<file path="src/rtl/iee_pkg.sv">
// Shared types, codes and helper functions of the infix expression evaluator.
package iee_pkg;

    // Input beat: one character and its end mark.
    typedef struct packed {
        logic [7:0] symbol;
        logic       end_of_expression;
    } item_t;

    // Result beat: evaluated value and status code.
    typedef struct packed {
        logic signed [31:0] value;
        logic [2:0]         status;
    } result_t;

    // Status codes.
    localparam logic [2:0] ST_OK        = 3'd0;
    localparam logic [2:0] ST_DIV0      = 3'd1;
    localparam logic [2:0] ST_MALFORMED = 3'd2;
    localparam logic [2:0] ST_STACK     = 3'd3;
    localparam logic [2:0] ST_LITERAL   = 3'd4;

    // Operator stack codes.
    localparam logic [2:0] OP_OPEN = 3'd0;
    localparam logic [2:0] OP_ADD  = 3'd1;
    localparam logic [2:0] OP_SUB  = 3'd2;
    localparam logic [2:0] OP_MUL  = 3'd3;
    localparam logic [2:0] OP_DIV  = 3'd4;

    // Characters of the grammar.
    localparam logic [7:0] CH_ZERO  = 8'h30;
    localparam logic [7:0] CH_NINE  = 8'h39;
    localparam logic [7:0] CH_OPEN  = 8'h28;
    localparam logic [7:0] CH_CLOSE = 8'h29;
    localparam logic [7:0] CH_MUL   = 8'h2A;
    localparam logic [7:0] CH_ADD   = 8'h2B;
    localparam logic [7:0] CH_SUB   = 8'h2D;
    localparam logic [7:0] CH_DIV   = 8'h2F;

    // Largest literal that fits a signed 32-bit value.
    localparam logic [35:0] LIT_MAX = 36'd2147483647;

    // Datapath command codes.
    localparam logic [3:0] C_NONE      = 4'd0;
    localparam logic [3:0] C_DIGIT     = 4'd1;
    localparam logic [3:0] C_CLOSE_LIT = 4'd2;
    localparam logic [3:0] C_PUSH_OPEN = 4'd3;
    localparam logic [3:0] C_ERR_MALF  = 4'd4;
    localparam logic [3:0] C_PUSH_BIN  = 4'd5;
    localparam logic [3:0] C_POP_OPEN  = 4'd6;
    localparam logic [3:0] C_RD_OP     = 4'd7;
    localparam logic [3:0] C_RD_B      = 4'd8;
    localparam logic [3:0] C_LD_B      = 4'd9;
    localparam logic [3:0] C_LD_A      = 4'd10;
    localparam logic [3:0] C_EXEC      = 4'd11;
    localparam logic [3:0] C_WRITE     = 4'd12;
    localparam logic [3:0] C_RD_BOTTOM = 4'd13;
    localparam logic [3:0] C_FINISH    = 4'd14;

    // Command from the controller to the datapath.
    typedef struct packed {
        logic [3:0] code;
    } cmd_t;

    // Status from the datapath to the controller.
    typedef struct packed {
        logic err_nz;
        logic is_digit;
        logic is_open;
        logic is_close;
        logic is_bin;
        logic in_lit;
        logic after;
        logic last;
        logic otop_zero;
        logic top_open;
        logic top_lower;
        logic vtop_lt2;
        logic vtop_one;
        logic op_div;
        logic b_zero;
        logic div_done;
        logic out_free;
    } dp_stat_t;

    // Maps a character to its operator code; other characters give OP_OPEN.
    function automatic logic [2:0] sym_op(input logic [7:0] c);
        logic [2:0] op;
        case (c)
            CH_ADD:  op = OP_ADD;
            CH_SUB:  op = OP_SUB;
            CH_MUL:  op = OP_MUL;
            CH_DIV:  op = OP_DIV;
            default: op = OP_OPEN;
        endcase
        return op;
    endfunction

    // High binding for * and /.
    function automatic logic op_high(input logic [2:0] op);
        return (op == OP_MUL) || (op == OP_DIV);
    endfunction

endpackage

</file>
<file path="src/rtl/iee_div.sv">
// Signed 32-bit divider, one quotient bit per cycle, truncating toward zero.
module iee_div import iee_pkg::*;
(
    input  logic        clk,
    input  logic        rst_n,
    input  logic        start,
    input  logic [31:0] dividend,
    input  logic [31:0] divisor,
    output logic        done,
    output logic [31:0] quotient
);

    logic        busy_reg, busy_next;
    logic        done_reg, done_next;
    logic [4:0]  cnt_reg, cnt_next;
    logic [31:0] rem_reg, rem_next;
    logic [31:0] quo_reg, quo_next;
    logic [31:0] dvs_reg, dvs_next;
    logic        neg_reg, neg_next;
    logic [32:0] rem_sh;
    logic [32:0] diff;

    // One restoring step on the magnitudes.
    always_comb
    begin
        busy_next = busy_reg;
        done_next = 1'b0;
        cnt_next  = cnt_reg;
        rem_next  = rem_reg;
        quo_next  = quo_reg;
        dvs_next  = dvs_reg;
        neg_next  = neg_reg;
        rem_sh    = {rem_reg, quo_reg[31]};
        diff      = rem_sh - {1'b0, dvs_reg};
        if (start)
        begin
            busy_next = 1'b1;
            cnt_next  = 5'd0;
            rem_next  = 32'd0;
            quo_next  = dividend[31] ? (32'd0 - dividend) : dividend;
            dvs_next  = divisor[31] ? (32'd0 - divisor) : divisor;
            neg_next  = dividend[31] ^ divisor[31];
        end
        else if (busy_reg)
        begin
            if (!diff[32])
            begin
                rem_next = diff[31:0];
            end
            else
            begin
                rem_next = rem_sh[31:0];
            end
            quo_next = {quo_reg[30:0], ~diff[32]};
            cnt_next = cnt_reg + 5'd1;
            if (cnt_reg == 5'd31)
            begin
                busy_next = 1'b0;
                done_next = 1'b1;
            end
        end
    end

    // Control state.
    always_ff @(posedge clk or negedge rst_n)
    begin
        if (!rst_n)
        begin
            busy_reg <= 1'b0;
            done_reg <= 1'b0;
            cnt_reg  <= 5'd0;
        end
        else
        begin
            busy_reg <= busy_next;
            done_reg <= done_next;
            cnt_reg  <= cnt_next;
        end
    end

    // Operand and partial result registers.
    always_ff @(posedge clk)
    begin
        rem_reg <= rem_next;
        quo_reg <= quo_next;
        dvs_reg <= dvs_next;
        neg_reg <= neg_next;
    end

    assign done     = done_reg;
    assign quotient = neg_reg ? (32'd0 - quo_reg) : quo_reg;

endmodule

</file>
<file path="src/rtl/iee_dp.sv">
// Datapath: stacks, literal builder, arithmetic and result register.
module iee_dp import iee_pkg::*;
#(
    parameter int VALUE_STACK_DEPTH    = 16,
    parameter int OPERATOR_STACK_DEPTH = 16
)
(
    input  logic     clk,
    input  logic     rst_n,
    input  logic     capture,
    input  item_t    item,
    input  cmd_t     cmd,
    input  logic     result_ready,
    output dp_stat_t stat,
    output logic     result_valid,
    output result_t  result
);

    localparam int VAW = (VALUE_STACK_DEPTH > 1) ? $clog2(VALUE_STACK_DEPTH) : 1;
    localparam int VCW = $clog2(VALUE_STACK_DEPTH + 1);
    localparam int OAW = (OPERATOR_STACK_DEPTH > 1) ? $clog2(OPERATOR_STACK_DEPTH) : 1;
    localparam int OCW = $clog2(OPERATOR_STACK_DEPTH + 1);
    localparam logic [VCW-1:0] VFULL = VCW'(VALUE_STACK_DEPTH);
    localparam logic [OCW-1:0] OFULL = OCW'(OPERATOR_STACK_DEPTH);

    logic [31:0] vmem [VALUE_STACK_DEPTH];
    logic [2:0]  omem [OPERATOR_STACK_DEPTH];

    logic [VCW-1:0] vtop_reg, vtop_next;
    logic [OCW-1:0] otop_reg, otop_next;
    logic [31:0]    acc_reg, acc_next;
    logic           in_lit_reg, in_lit_next;
    logic           after_reg, after_next;
    logic [2:0]     err_reg, err_next;
    logic [7:0]     sym_reg;
    logic           last_reg;
    logic [31:0]    vrd_reg;
    logic [2:0]     ord_reg;
    logic [31:0]    a_reg, b_reg, r_reg;
    logic           res_valid_reg, res_valid_next;
    result_t        res_reg;

    logic [VCW-1:0] vm1, vm2;
    logic [OCW-1:0] om1;
    logic [35:0]    lit_n;
    logic [2:0]     new_op;
    logic           is_digit;
    logic           v_we;
    logic [VAW-1:0] v_waddr;
    logic [31:0]    v_wdata;
    logic           v_re;
    logic [VAW-1:0] v_raddr;
    logic           o_we;
    logic [OAW-1:0] o_waddr;
    logic [2:0]     o_wdata;
    logic           div_start;
    logic           div_done;
    logic [31:0]    div_q;

    // Keeps the first error.
    function automatic logic [2:0] raise(input logic [2:0] cur, input logic [2:0] code);
        return (cur == ST_OK) ? code : cur;
    endfunction

    assign vm1      = vtop_reg - VCW'(1);
    assign vm2      = vtop_reg - VCW'(2);
    assign om1      = otop_reg - OCW'(1);
    assign is_digit = (sym_reg >= CH_ZERO) && (sym_reg <= CH_NINE);
    assign new_op   = sym_op(sym_reg);
    assign lit_n    = {1'b0, acc_reg, 3'b000} + {3'b000, acc_reg, 1'b0}
                    + {32'd0, sym_reg[3:0] - CH_ZERO[3:0]};

    // Next state of the stack pointers, literal and flags per command.
    always_comb
    begin
        vtop_next      = vtop_reg;
        otop_next      = otop_reg;
        acc_next       = acc_reg;
        in_lit_next    = in_lit_reg;
        after_next     = after_reg;
        err_next       = err_reg;
        res_valid_next = res_valid_reg && !result_ready;
        v_we           = 1'b0;
        v_waddr        = vtop_reg[VAW-1:0];
        v_wdata        = acc_reg;
        v_re           = 1'b0;
        v_raddr        = vm1[VAW-1:0];
        o_we           = 1'b0;
        o_waddr        = otop_reg[OAW-1:0];
        o_wdata        = OP_OPEN;
        div_start      = 1'b0;
        case (cmd.code)
            C_DIGIT:
            begin
                if (!in_lit_reg && after_reg)
                begin
                    err_next = raise(err_reg, ST_MALFORMED);
                end
                else if (lit_n > LIT_MAX)
                begin
                    err_next = raise(err_reg, ST_LITERAL);
                end
                else
                begin
                    acc_next    = lit_n[31:0];
                    in_lit_next = 1'b1;
                    after_next  = 1'b1;
                end
            end
            C_CLOSE_LIT:
            begin
                in_lit_next = 1'b0;
                acc_next    = 32'd0;
                if (vtop_reg == VFULL)
                begin
                    err_next = raise(err_reg, ST_STACK);
                end
                else
                begin
                    v_we      = 1'b1;
                    vtop_next = vtop_reg + VCW'(1);
                end
            end
            C_PUSH_OPEN, C_PUSH_BIN:
            begin
                o_wdata = (cmd.code == C_PUSH_BIN) ? new_op : OP_OPEN;
                if (cmd.code == C_PUSH_BIN)
                begin
                    after_next = 1'b0;
                end
                if (otop_reg == OFULL)
                begin
                    err_next = raise(err_reg, ST_STACK);
                end
                else
                begin
                    o_we      = 1'b1;
                    otop_next = otop_reg + OCW'(1);
                end
            end
            C_ERR_MALF:
            begin
                err_next = raise(err_reg, ST_MALFORMED);
            end
            C_POP_OPEN:
            begin
                otop_next = om1;
            end
            C_RD_B:
            begin
                v_re = 1'b1;
            end
            C_LD_B:
            begin
                v_re    = 1'b1;
                v_raddr = vm2[VAW-1:0];
            end
            C_EXEC:
            begin
                if ((ord_reg == OP_DIV) && (b_reg == 32'd0))
                begin
                    err_next = raise(err_reg, ST_DIV0);
                end
                else if (ord_reg == OP_DIV)
                begin
                    div_start = 1'b1;
                end
                else if (!((ord_reg == OP_ADD) || (ord_reg == OP_SUB) || (ord_reg == OP_MUL)))
                begin
                    err_next = raise(err_reg, ST_MALFORMED);
                end
            end
            C_WRITE:
            begin
                v_we      = 1'b1;
                v_waddr   = vm2[VAW-1:0];
                v_wdata   = (ord_reg == OP_DIV) ? div_q : r_reg;
                vtop_next = vm1;
                otop_next = om1;
            end
            C_RD_BOTTOM:
            begin
                v_re    = 1'b1;
                v_raddr = '0;
            end
            C_FINISH:
            begin
                res_valid_next = 1'b1;
                vtop_next      = '0;
                otop_next      = '0;
                acc_next       = 32'd0;
                in_lit_next    = 1'b0;
                after_next     = 1'b0;
                err_next       = ST_OK;
            end
            default:
            begin
            end
        endcase
    end

    // Control and counter registers.
    always_ff @(posedge clk or negedge rst_n)
    begin
        if (!rst_n)
        begin
            vtop_reg      <= '0;
            otop_reg      <= '0;
            acc_reg       <= 32'd0;
            in_lit_reg    <= 1'b0;
            after_reg     <= 1'b0;
            err_reg       <= ST_OK;
            res_valid_reg <= 1'b0;
        end
        else
        begin
            vtop_reg      <= vtop_next;
            otop_reg      <= otop_next;
            acc_reg       <= acc_next;
            in_lit_reg    <= in_lit_next;
            after_reg     <= after_next;
            err_reg       <= err_next;
            res_valid_reg <= res_valid_next;
        end
    end

    // Value stack memory, one write and one registered read port.
    always_ff @(posedge clk)
    begin
        if (v_we)
        begin
            vmem[v_waddr] <= v_wdata;
        end
        if (v_re)
        begin
            vrd_reg <= vmem[v_raddr];
        end
    end

    // Operator stack memory, read at the top entry.
    always_ff @(posedge clk)
    begin
        if (o_we)
        begin
            omem[o_waddr] <= o_wdata;
        end
        if (cmd.code == C_RD_OP)
        begin
            ord_reg <= omem[om1[OAW-1:0]];
        end
    end

    // Captured beat, operands, ALU result and result beat.
    always_ff @(posedge clk)
    begin
        if (capture)
        begin
            sym_reg  <= item.symbol;
            last_reg <= item.end_of_expression;
        end
        if (cmd.code == C_LD_B)
        begin
            b_reg <= vrd_reg;
        end
        if (cmd.code == C_LD_A)
        begin
            a_reg <= vrd_reg;
        end
        if (cmd.code == C_EXEC)
        begin
            case (ord_reg)
                OP_ADD:  r_reg <= a_reg + b_reg;
                OP_SUB:  r_reg <= a_reg - b_reg;
                default: r_reg <= a_reg * b_reg;
            endcase
        end
        if (cmd.code == C_FINISH)
        begin
            res_reg.status <= err_reg;
            res_reg.value  <= (err_reg == ST_OK) ? vrd_reg : 32'd0;
        end
    end

    iee_div u_div (
        .clk      (clk),
        .rst_n    (rst_n),
        .start    (div_start),
        .dividend (a_reg),
        .divisor  (b_reg),
        .done     (div_done),
        .quotient (div_q)
    );

    // Status toward the controller.
    always_comb
    begin
        stat.err_nz    = (err_reg != ST_OK);
        stat.is_digit  = is_digit;
        stat.is_open   = (sym_reg == CH_OPEN);
        stat.is_close  = (sym_reg == CH_CLOSE);
        stat.is_bin    = (new_op != OP_OPEN);
        stat.in_lit    = in_lit_reg;
        stat.after     = after_reg;
        stat.last      = last_reg;
        stat.otop_zero = (otop_reg == '0);
        stat.top_open  = (ord_reg == OP_OPEN);
        stat.top_lower = !op_high(ord_reg) && op_high(new_op);
        stat.vtop_lt2  = (vtop_reg < VCW'(2));
        stat.vtop_one  = (vtop_reg == VCW'(1));
        stat.op_div    = (ord_reg == OP_DIV);
        stat.b_zero    = (b_reg == 32'd0);
        stat.div_done  = div_done;
        stat.out_free  = !res_valid_reg || result_ready;
    end

    assign result_valid = res_valid_reg;
    assign result       = res_reg;

endmodule

</file>
<file path="src/rtl/iee_ctrl.sv">
// Controller state machine that sequences tokens and reductions.
module iee_ctrl import iee_pkg::*;
(
    input  logic     clk,
    input  logic     rst_n,
    input  logic     item_valid,
    output logic     item_ready,
    input  dp_stat_t stat,
    output cmd_t     cmd
);

    localparam logic [3:0] S_IDLE   = 4'd0;
    localparam logic [3:0] S_DISP   = 4'd1;
    localparam logic [3:0] S_TOK    = 4'd2;
    localparam logic [3:0] S_OPRD   = 4'd3;
    localparam logic [3:0] S_OPCHK  = 4'd4;
    localparam logic [3:0] S_R0     = 4'd5;
    localparam logic [3:0] S_R1     = 4'd6;
    localparam logic [3:0] S_R2     = 4'd7;
    localparam logic [3:0] S_R3     = 4'd8;
    localparam logic [3:0] S_DIVW   = 4'd9;
    localparam logic [3:0] S_WR     = 4'd10;
    localparam logic [3:0] S_ENDC   = 4'd11;
    localparam logic [3:0] S_FIN0   = 4'd12;
    localparam logic [3:0] S_RESCHK = 4'd13;
    localparam logic [3:0] S_OUT    = 4'd14;

    localparam logic [1:0] M_CLOSE = 2'd0;
    localparam logic [1:0] M_BIN   = 2'd1;
    localparam logic [1:0] M_FIN   = 2'd2;

    logic [3:0] state_reg, state_next;
    logic [1:0] mode_reg, mode_next;

    // Next state and command.
    always_comb
    begin
        state_next = state_reg;
        mode_next  = mode_reg;
        cmd.code   = C_NONE;
        item_ready = (state_reg == S_IDLE);
        case (state_reg)
            S_IDLE:
            begin
                if (item_valid)
                begin
                    state_next = stat.err_nz ? S_ENDC : S_DISP;
                end
            end
            S_DISP:
            begin
                if (stat.is_digit)
                begin
                    cmd.code   = C_DIGIT;
                    state_next = S_ENDC;
                end
                else
                begin
                    if (stat.in_lit)
                    begin
                        cmd.code = C_CLOSE_LIT;
                    end
                    state_next = S_TOK;
                end
            end
            S_TOK:
            begin
                state_next = S_ENDC;
                if (stat.err_nz)
                begin
                    state_next = S_ENDC;
                end
                else if (stat.is_open)
                begin
                    cmd.code = stat.after ? C_ERR_MALF : C_PUSH_OPEN;
                end
                else if (stat.is_close || stat.is_bin)
                begin
                    if (!stat.after)
                    begin
                        cmd.code = C_ERR_MALF;
                    end
                    else
                    begin
                        mode_next  = stat.is_close ? M_CLOSE : M_BIN;
                        state_next = S_OPRD;
                    end
                end
            end
            S_OPRD:
            begin
                if (!stat.otop_zero)
                begin
                    cmd.code   = C_RD_OP;
                    state_next = S_OPCHK;
                end
                else
                begin
                    case (mode_reg)
                        M_CLOSE:
                        begin
                            cmd.code   = C_ERR_MALF;
                            state_next = S_ENDC;
                        end
                        M_BIN:
                        begin
                            cmd.code   = C_PUSH_BIN;
                            state_next = S_ENDC;
                        end
                        default:
                        begin
                            cmd.code   = C_RD_BOTTOM;
                            state_next = S_RESCHK;
                        end
                    endcase
                end
            end
            S_OPCHK:
            begin
                state_next = S_R0;
                case (mode_reg)
                    M_CLOSE:
                    begin
                        if (stat.top_open)
                        begin
                            cmd.code   = C_POP_OPEN;
                            state_next = S_ENDC;
                        end
                    end
                    M_BIN:
                    begin
                        if (stat.top_open || stat.top_lower)
                        begin
                            cmd.code   = C_PUSH_BIN;
                            state_next = S_ENDC;
                        end
                    end
                    default:
                    begin
                        if (stat.top_open)
                        begin
                            cmd.code   = C_ERR_MALF;
                            state_next = S_ENDC;
                        end
                    end
                endcase
            end
            S_R0:
            begin
                if (stat.vtop_lt2)
                begin
                    cmd.code   = C_ERR_MALF;
                    state_next = S_ENDC;
                end
                else
                begin
                    cmd.code   = C_RD_B;
                    state_next = S_R1;
                end
            end
            S_R1:
            begin
                cmd.code   = C_LD_B;
                state_next = S_R2;
            end
            S_R2:
            begin
                cmd.code   = C_LD_A;
                state_next = S_R3;
            end
            S_R3:
            begin
                cmd.code = C_EXEC;
                if (stat.op_div)
                begin
                    state_next = stat.b_zero ? S_ENDC : S_DIVW;
                end
                else
                begin
                    state_next = S_WR;
                end
            end
            S_DIVW:
            begin
                if (stat.div_done)
                begin
                    state_next = S_WR;
                end
            end
            S_WR:
            begin
                cmd.code   = C_WRITE;
                state_next = stat.err_nz ? S_ENDC : S_OPRD;
            end
            S_ENDC:
            begin
                if (!stat.last)
                begin
                    state_next = S_IDLE;
                end
                else if (stat.err_nz)
                begin
                    state_next = S_OUT;
                end
                else
                begin
                    if (stat.in_lit)
                    begin
                        cmd.code = C_CLOSE_LIT;
                    end
                    state_next = S_FIN0;
                end
            end
            S_FIN0:
            begin
                if (stat.err_nz)
                begin
                    state_next = S_OUT;
                end
                else if (!stat.after)
                begin
                    cmd.code   = C_ERR_MALF;
                    state_next = S_OUT;
                end
                else
                begin
                    mode_next  = M_FIN;
                    state_next = S_OPRD;
                end
            end
            S_RESCHK:
            begin
                if (!stat.vtop_one)
                begin
                    cmd.code = C_ERR_MALF;
                end
                state_next = S_OUT;
            end
            S_OUT:
            begin
                if (stat.out_free)
                begin
                    cmd.code   = C_FINISH;
                    state_next = S_IDLE;
                end
            end
            default:
            begin
                state_next = S_IDLE;
            end
        endcase
    end

    // State registers.
    always_ff @(posedge clk or negedge rst_n)
    begin
        if (!rst_n)
        begin
            state_reg <= S_IDLE;
            mode_reg  <= M_CLOSE;
        end
        else
        begin
            state_reg <= state_next;
            mode_reg  <= mode_next;
        end
    end

endmodule

</file>
<file path="src/rtl/infix_expression_evaluator_core.sv">
// Per character, from accept to ready again: a digit, '(' or an ignored character is handled
// directly; an operator or ')' also runs each reduction it triggers, and a division
// reduction waits on the bit-serial divider.
// The end mark also runs its final reductions, and waits while a result stalls.
// One character in work at a time; the result register lets the next beat in.
// Reset (rst_n, asynchronous) empties both stacks, clears the literal and error.
module infix_expression_evaluator_core import iee_pkg::*;
#(
    parameter int VALUE_STACK_DEPTH    = 16,
    parameter int OPERATOR_STACK_DEPTH = 16
)
(
    input  logic    clk,
    input  logic    rst_n,
    input  logic    item_valid,
    output logic    item_ready,
    input  item_t   item,
    output logic    result_valid,
    input  logic    result_ready,
    output result_t result
);

    dp_stat_t stat;
    cmd_t     cmd;

    iee_ctrl u_ctrl (
        .clk        (clk),
        .rst_n      (rst_n),
        .item_valid (item_valid),
        .item_ready (item_ready),
        .stat       (stat),
        .cmd        (cmd)
    );

    iee_dp #(
        .VALUE_STACK_DEPTH    (VALUE_STACK_DEPTH),
        .OPERATOR_STACK_DEPTH (OPERATOR_STACK_DEPTH)
    ) u_dp (
        .clk          (clk),
        .rst_n        (rst_n),
        .capture      (item_valid && item_ready),
        .item         (item),
        .cmd          (cmd),
        .result_ready (result_ready),
        .stat         (stat),
        .result_valid (result_valid),
        .result       (result)
    );

    // A failed expression never reports a value.
    assert property (@(posedge clk) disable iff (!rst_n)
        result_valid && (result.status != ST_OK) |-> (result.value == 32'sd0))
        else $error("nonzero value with error status");

    // Status stays within its defined codes.
    assert property (@(posedge clk) disable iff (!rst_n)
        result_valid |-> (result.status <= ST_LITERAL))
        else $error("undefined status code");

    // Each accepted beat is worked on before another is taken.
    assert property (@(posedge clk) disable iff (!rst_n)
        item_valid && item_ready |=> !item_ready)
        else $error("beat accepted while busy");

    // A new result is loaded only when the output register is free.
    assert property (@(posedge clk) disable iff (!rst_n)
        (cmd.code == C_FINISH) |-> (!result_valid || result_ready))
        else $error("result overwritten");

endmodule
</file>
<file path="config.mk">
export PLATFORM = sky130hd
export DESIGN_NAME = infix_expression_evaluator_core
export DESIGN_NICKNAME = d
export VERILOG_FILES = /design/src/rtl/iee_pkg.sv /design/src/rtl/iee_div.sv /design/src/rtl/iee_dp.sv /design/src/rtl/iee_ctrl.sv /design/src/rtl/infix_expression_evaluator_core.sv
export SDC_FILE = /design/constraint.sdc
export NUM_CORES = 2
export LEC_CHECK = 0
export ABC_AREA = 1
export BUFFER_PORTS_ARGS = -buffer_cell sky130_fd_sc_hd__buf_4
export CAP_MARGIN = 10
export CORE_MARGIN = 2
export CORE_UTILIZATION = 25
export CTS_CLUSTER_SIZE = 25
export DETAILED_ROUTE_END_ITERATION = 10
export GPL_TIMING_DRIVEN = 0
export SYNTH_ARGS = -nofsm -noshare
export SYNTH_HDL_FRONTEND = slang
export SYNTH_SLANG_ARGS = --single-unit
</file>
<file path="constraint.sdc">
create_clock -name clk -period 7.2 [get_ports clk]
set_input_delay 1.44 -clock clk [delete_from_list [all_inputs] [get_ports clk]]
set_output_delay 1.44 -clock clk [all_outputs]
set_load 0.05 [all_outputs]
</file>
==> flow_summary.json <==
{
  "nNetsFinal": 7765,
  "critPathKind": "reg2reg",
  "worst_slew_pin_slew_ns": 1.32,
  "num_vias": 49479,
  "cp_slowest_cell": "fa_1",
  "status": "finished clean",
  "cp.required_ns": 7.64,
  "slew_headroom_pct": 11.4,
  "start_util_pct": 25.2,
  "postRouteAntennaNets": 0,
  "drt_iter0_drc": 5393,
  "largest_reg_flops": 512,
  "firstDrtPassIters": 6,
  "hold_viol_final": 0,
  "final_area_um2": 72200,
  "syn_nets": 7517,
  "ioPinCount": 50,
  "hp-class": "reg2reg",
  "crit_buf_inv": 5,
  "path_clk_slew_ns": 0.06,
  "crit_top_cell": "fa_1",
  "crit_cells": 26,
  "rrSetupSlack_ns": 0.08,
  "crit_end": "u_dp.r_reg[28]",
  "critPathLaunchType": "flop",
  "cts.sink_count": 893,
  "cts_tree": "done",
  "reg2reg_to": "u_dp.r_reg[28]",
  "clockBufferDepth": 3,
  "finalClockSkew_ns": 0.0824,
  "path_delay_family": "adder cells",
  "synthSimpleGateAreaFrac_pct": 16.9,
  "via_per_inst": 4.73,
  "endpoint_kind": "flop",
  "drive_above_1_share_pct": 10.5,
  "fin_tns_setup_ns": 0,
  "setup_violations": 0,
  "synthMuxAreaShare_pct": 0.117,
  "setup.worst_path.start": "u_dp.b_reg[7]",
  "arrival_ns": 7.57,
  "fp.dieArea_um2": 252000,
  "ctsHoldBuffers": 0,
  "clockRootBuffer": "clkbuf_16",
  "area.growth.synth_to_final_pct": 16.6,
  "rsz0062_at_grt": "true",
  "min_from": "u_dp.u_div.rem_reg[29]",
  "synthFlopType": "edfxtp_1",
  "largestRegisters": "u_dp.vmem: 512 flops, u_dp.omem: 48 flops, u_dp.result: 35 flops",
  "ys_ff_latch": 893,
  "r2r_cells": 26,
  "grt_pass1_wl_mm": 321,
  "yosysSeqAreaShare_pct": 42.3,
  "die_h_um": 502,
  "synth_top_family_by_area": "adder cells",
  "routed_wl_mm": 219,
  "wl_per_cell_um": 21.0,
  "synth_edf_count": 800,
  "synth_cell_types": 64,
  "grt.total_usage_pct": 17.1,
  "synthXorXnorAreaFrac_pct": 2.59,
  "fp.coreArea_um2": 246000,
  "worstPathMaxFanout": 14,
  "antenna_found_initial": 6,
  "clk_latency_ns": 0.76,
  "finalCriticalPeriod_ns": 7.12,
  "synthAdderAreaFrac_pct": 18.7,
  "avgSynthCellArea_um2": 9.07,
  "top_register": "u_dp.vmem",
  "yosysWarnings": 0,
  "grt_overflow": 0,
  "synth_compound_area_share_pct": 9.21,
  "gp_congestion": 0.976,
  "min_period_over_period_pct": 98.9,
  "io_buffer_count": 49,
  "grt_pass1_vias": 49161,
  "syn_inst": 6825,
  "fmax_mhz": 140,
  "dp_hpwl_mm": 166,
  "cts_made_buffers": 97,
  "fillers": 25632,
  "grt_max_degree": 62,
  "drcViolationCount": 0,
  "dpl_cell_area_um2": 67300,
  "drv_cap": 0,
  "slew_viol_final": 0,
  "post-route-util_pct": 29.3,
  "row_count": 182,
  "slowest_delay_ns": 0.60,
  "timing.rr.start": "u_dp.b_reg[7]",
  "htree_levels": 3,
  "synth-async-reset-ratio_pct": 6.83,
  "holdWs_ns": 0.474,
  "syn-cell-area_um2": 61900,
  "die_w_um": 502
}
layout by cell type (no fill, tap or decap), types with 16 or more instances in the layout:
| cell | instances |
|---|---|
| a21oi_1 | 186 |
| a31oi_1 | 22 |
| a31oi_2 | 24 |
| buf_12 | 27 |
| buf_2 | 93 |
| buf_4 | 145 |
| buf_6 | 35 |
| buf_8 | 17 |
| clkbuf_1 | 100 |
| clkbuf_16 | 99 |
| clkbuf_4 | 16 |
| clkinv_1 | 30 |
| dfrtp_1 | 61 |
| dfxtp_1 | 32 |
| edfxtp_1 | 800 |
| fa_1 | 388 |
| fa_2 | 24 |
| ha_1 | 254 |
| inv_1 | 1287 |
| inv_2 | 27 |
| nand2_1 | 1582 |
| nand2_2 | 27 |
| nand3_1 | 355 |
| nand3b_1 | 17 |
| nand4_1 | 25 |
| nor2_1 | 344 |
| nor2_4 | 27 |
| nor3_1 | 39 |
| nor4_1 | 19 |
| o211ai_1 | 284 |
| o21ai_0 | 254 |
| o21ai_1 | 38 |
| o21ai_2 | 29 |
| or2_2 | 20 |
| xnor2_1 | 75 |
| xor2_1 | 106 |
kinds of logic (layout without fill, tap and decap cells):
kind of cell / count (synthesis) / count (layout)
and+or+nand+nor: 2507 / 2507
buffers and inverters: 1631 / 1959
AOI/OAI and AO/OA: 925 / 925
DFF: 893 / 893
adders and majority gates: 679 / 679
xor gates and xnor gates: 183 / 183
muxes: 7 / 7
other: 0 / 4
metrics by stage:
step                setup WS [ns]  instances
CTS                      0.000833      10436
detailed placement          -1.93      10222
global route              -0.0568      10465
finish                     0.0757      10469
floorplan                   0.365       6825
global placement            -1.93      10186
area by class of cell:
| class | count | area [um2] | area share [%] |
|---|---|---|---|
| clock inverter | 63 | 659 | 0.913 |
| tap | 3312 | 4140 | 5.74 |
| clock buffer | 116 | 2530 | 3.50 |
| buffer | 298 | 1970 | 2.72 |
| timing repair buffer | 160 | 1580 | 2.19 |
| sequential | 893 | 26200 | 36.3 |
| multi-input combinational | 4301 | 30200 | 41.8 |
| inverter | 1322 | 4970 | 6.88 |
| antenna | 4 | 10.0 | 0.0139 |
worst min-delay path by stage:
| stage | to | slack [ns] | cells after the start |
|---|---|---|---|
| 4_1_cts | u_dp.u_div.rem_reg[30] | 0.48 | 2 |
| 3_3_place_gp | u_dp.u_div.rem_reg[31] | 0.46 | 2 |
| 6_report | u_dp.u_div.rem_reg[29] | 0.47 | 2 |
| 3_5_place_dp | u_dp.u_div.rem_reg[30] | 0.46 | 2 |
| 2_1_floorplan | u_ctrl.state_reg[0] | 0.44 | 1 |
| 5_1_grt | u_dp.u_div.rem_reg[8] | 0.50 | 2 |
Yosys cell counts (all sizes together), types with 2 or more instances:
library cell  count  share of area (%)
nand2          1612                9.8
inv            1315                8.0
edfxtp          800                 39
fa              412                 13
nor2            381                2.5
nand3           370                3.1
o21ai           321                2.7
o211ai          284                3.4
ha              267                5.4
a21oi           194                1.6
clkbuf          159               0.96
buf             150                1.2
xor2            106                1.5
xnor2            77                1.1
dfrtp            61                2.5
nor3             49               0.48
a31oi            46               0.46
dfxtp            32                1.0
nand4            28               0.36
or2              25               0.26
nor4             21               0.21
nand3b           17               0.21
o21bai           13               0.16
a21o             11               0.13
o22ai            11               0.11
o221ai            9               0.13
o32ai             9               0.13
clkinv            7              0.044
o21a              6              0.073
a21boi            5              0.061
mux2i             5              0.081
o2111ai           4              0.057
o31ai             4              0.048
a211oi            2              0.024
a22o              2              0.028
mux2              2              0.036
metal layers:
| layer | up-vias | global-route usage, % | part of all wire, % |
|---|---|---|---|
| met5 | - | 0 | 0.0036 |
| met2 | 2299 | 28.3 | 46 |
| li1 | 22520 | - | - |
| met4 | 2 | 6.88 | 4.4 |
| met1 | 24230 | 22.1 | 41 |
| met3 | 428 | 3.01 | 8.6 |
worst reg2reg max path: cells and delay by family, from the launching register on:
kind | cells | cell delay (ns)
buffers and inverters | 5 | 0.52
AND/OR/NAND/NOR | 12 | 1.45
flip-flops | 1 | 0.45
adder cells (fa/ha/maj) | 9 | 4.44
repair_timing:
action,in CTS,in global routing
gates resized for setup,269,183
pin swaps,10,57
setup endpoints to repair,22,14
buffers inserted,43,30
hold endpoints to repair,0,0
Power is left out: the tool's default activity adds up to more than one toggle a clock period on the data nets, which glitch-free logic cannot reach.
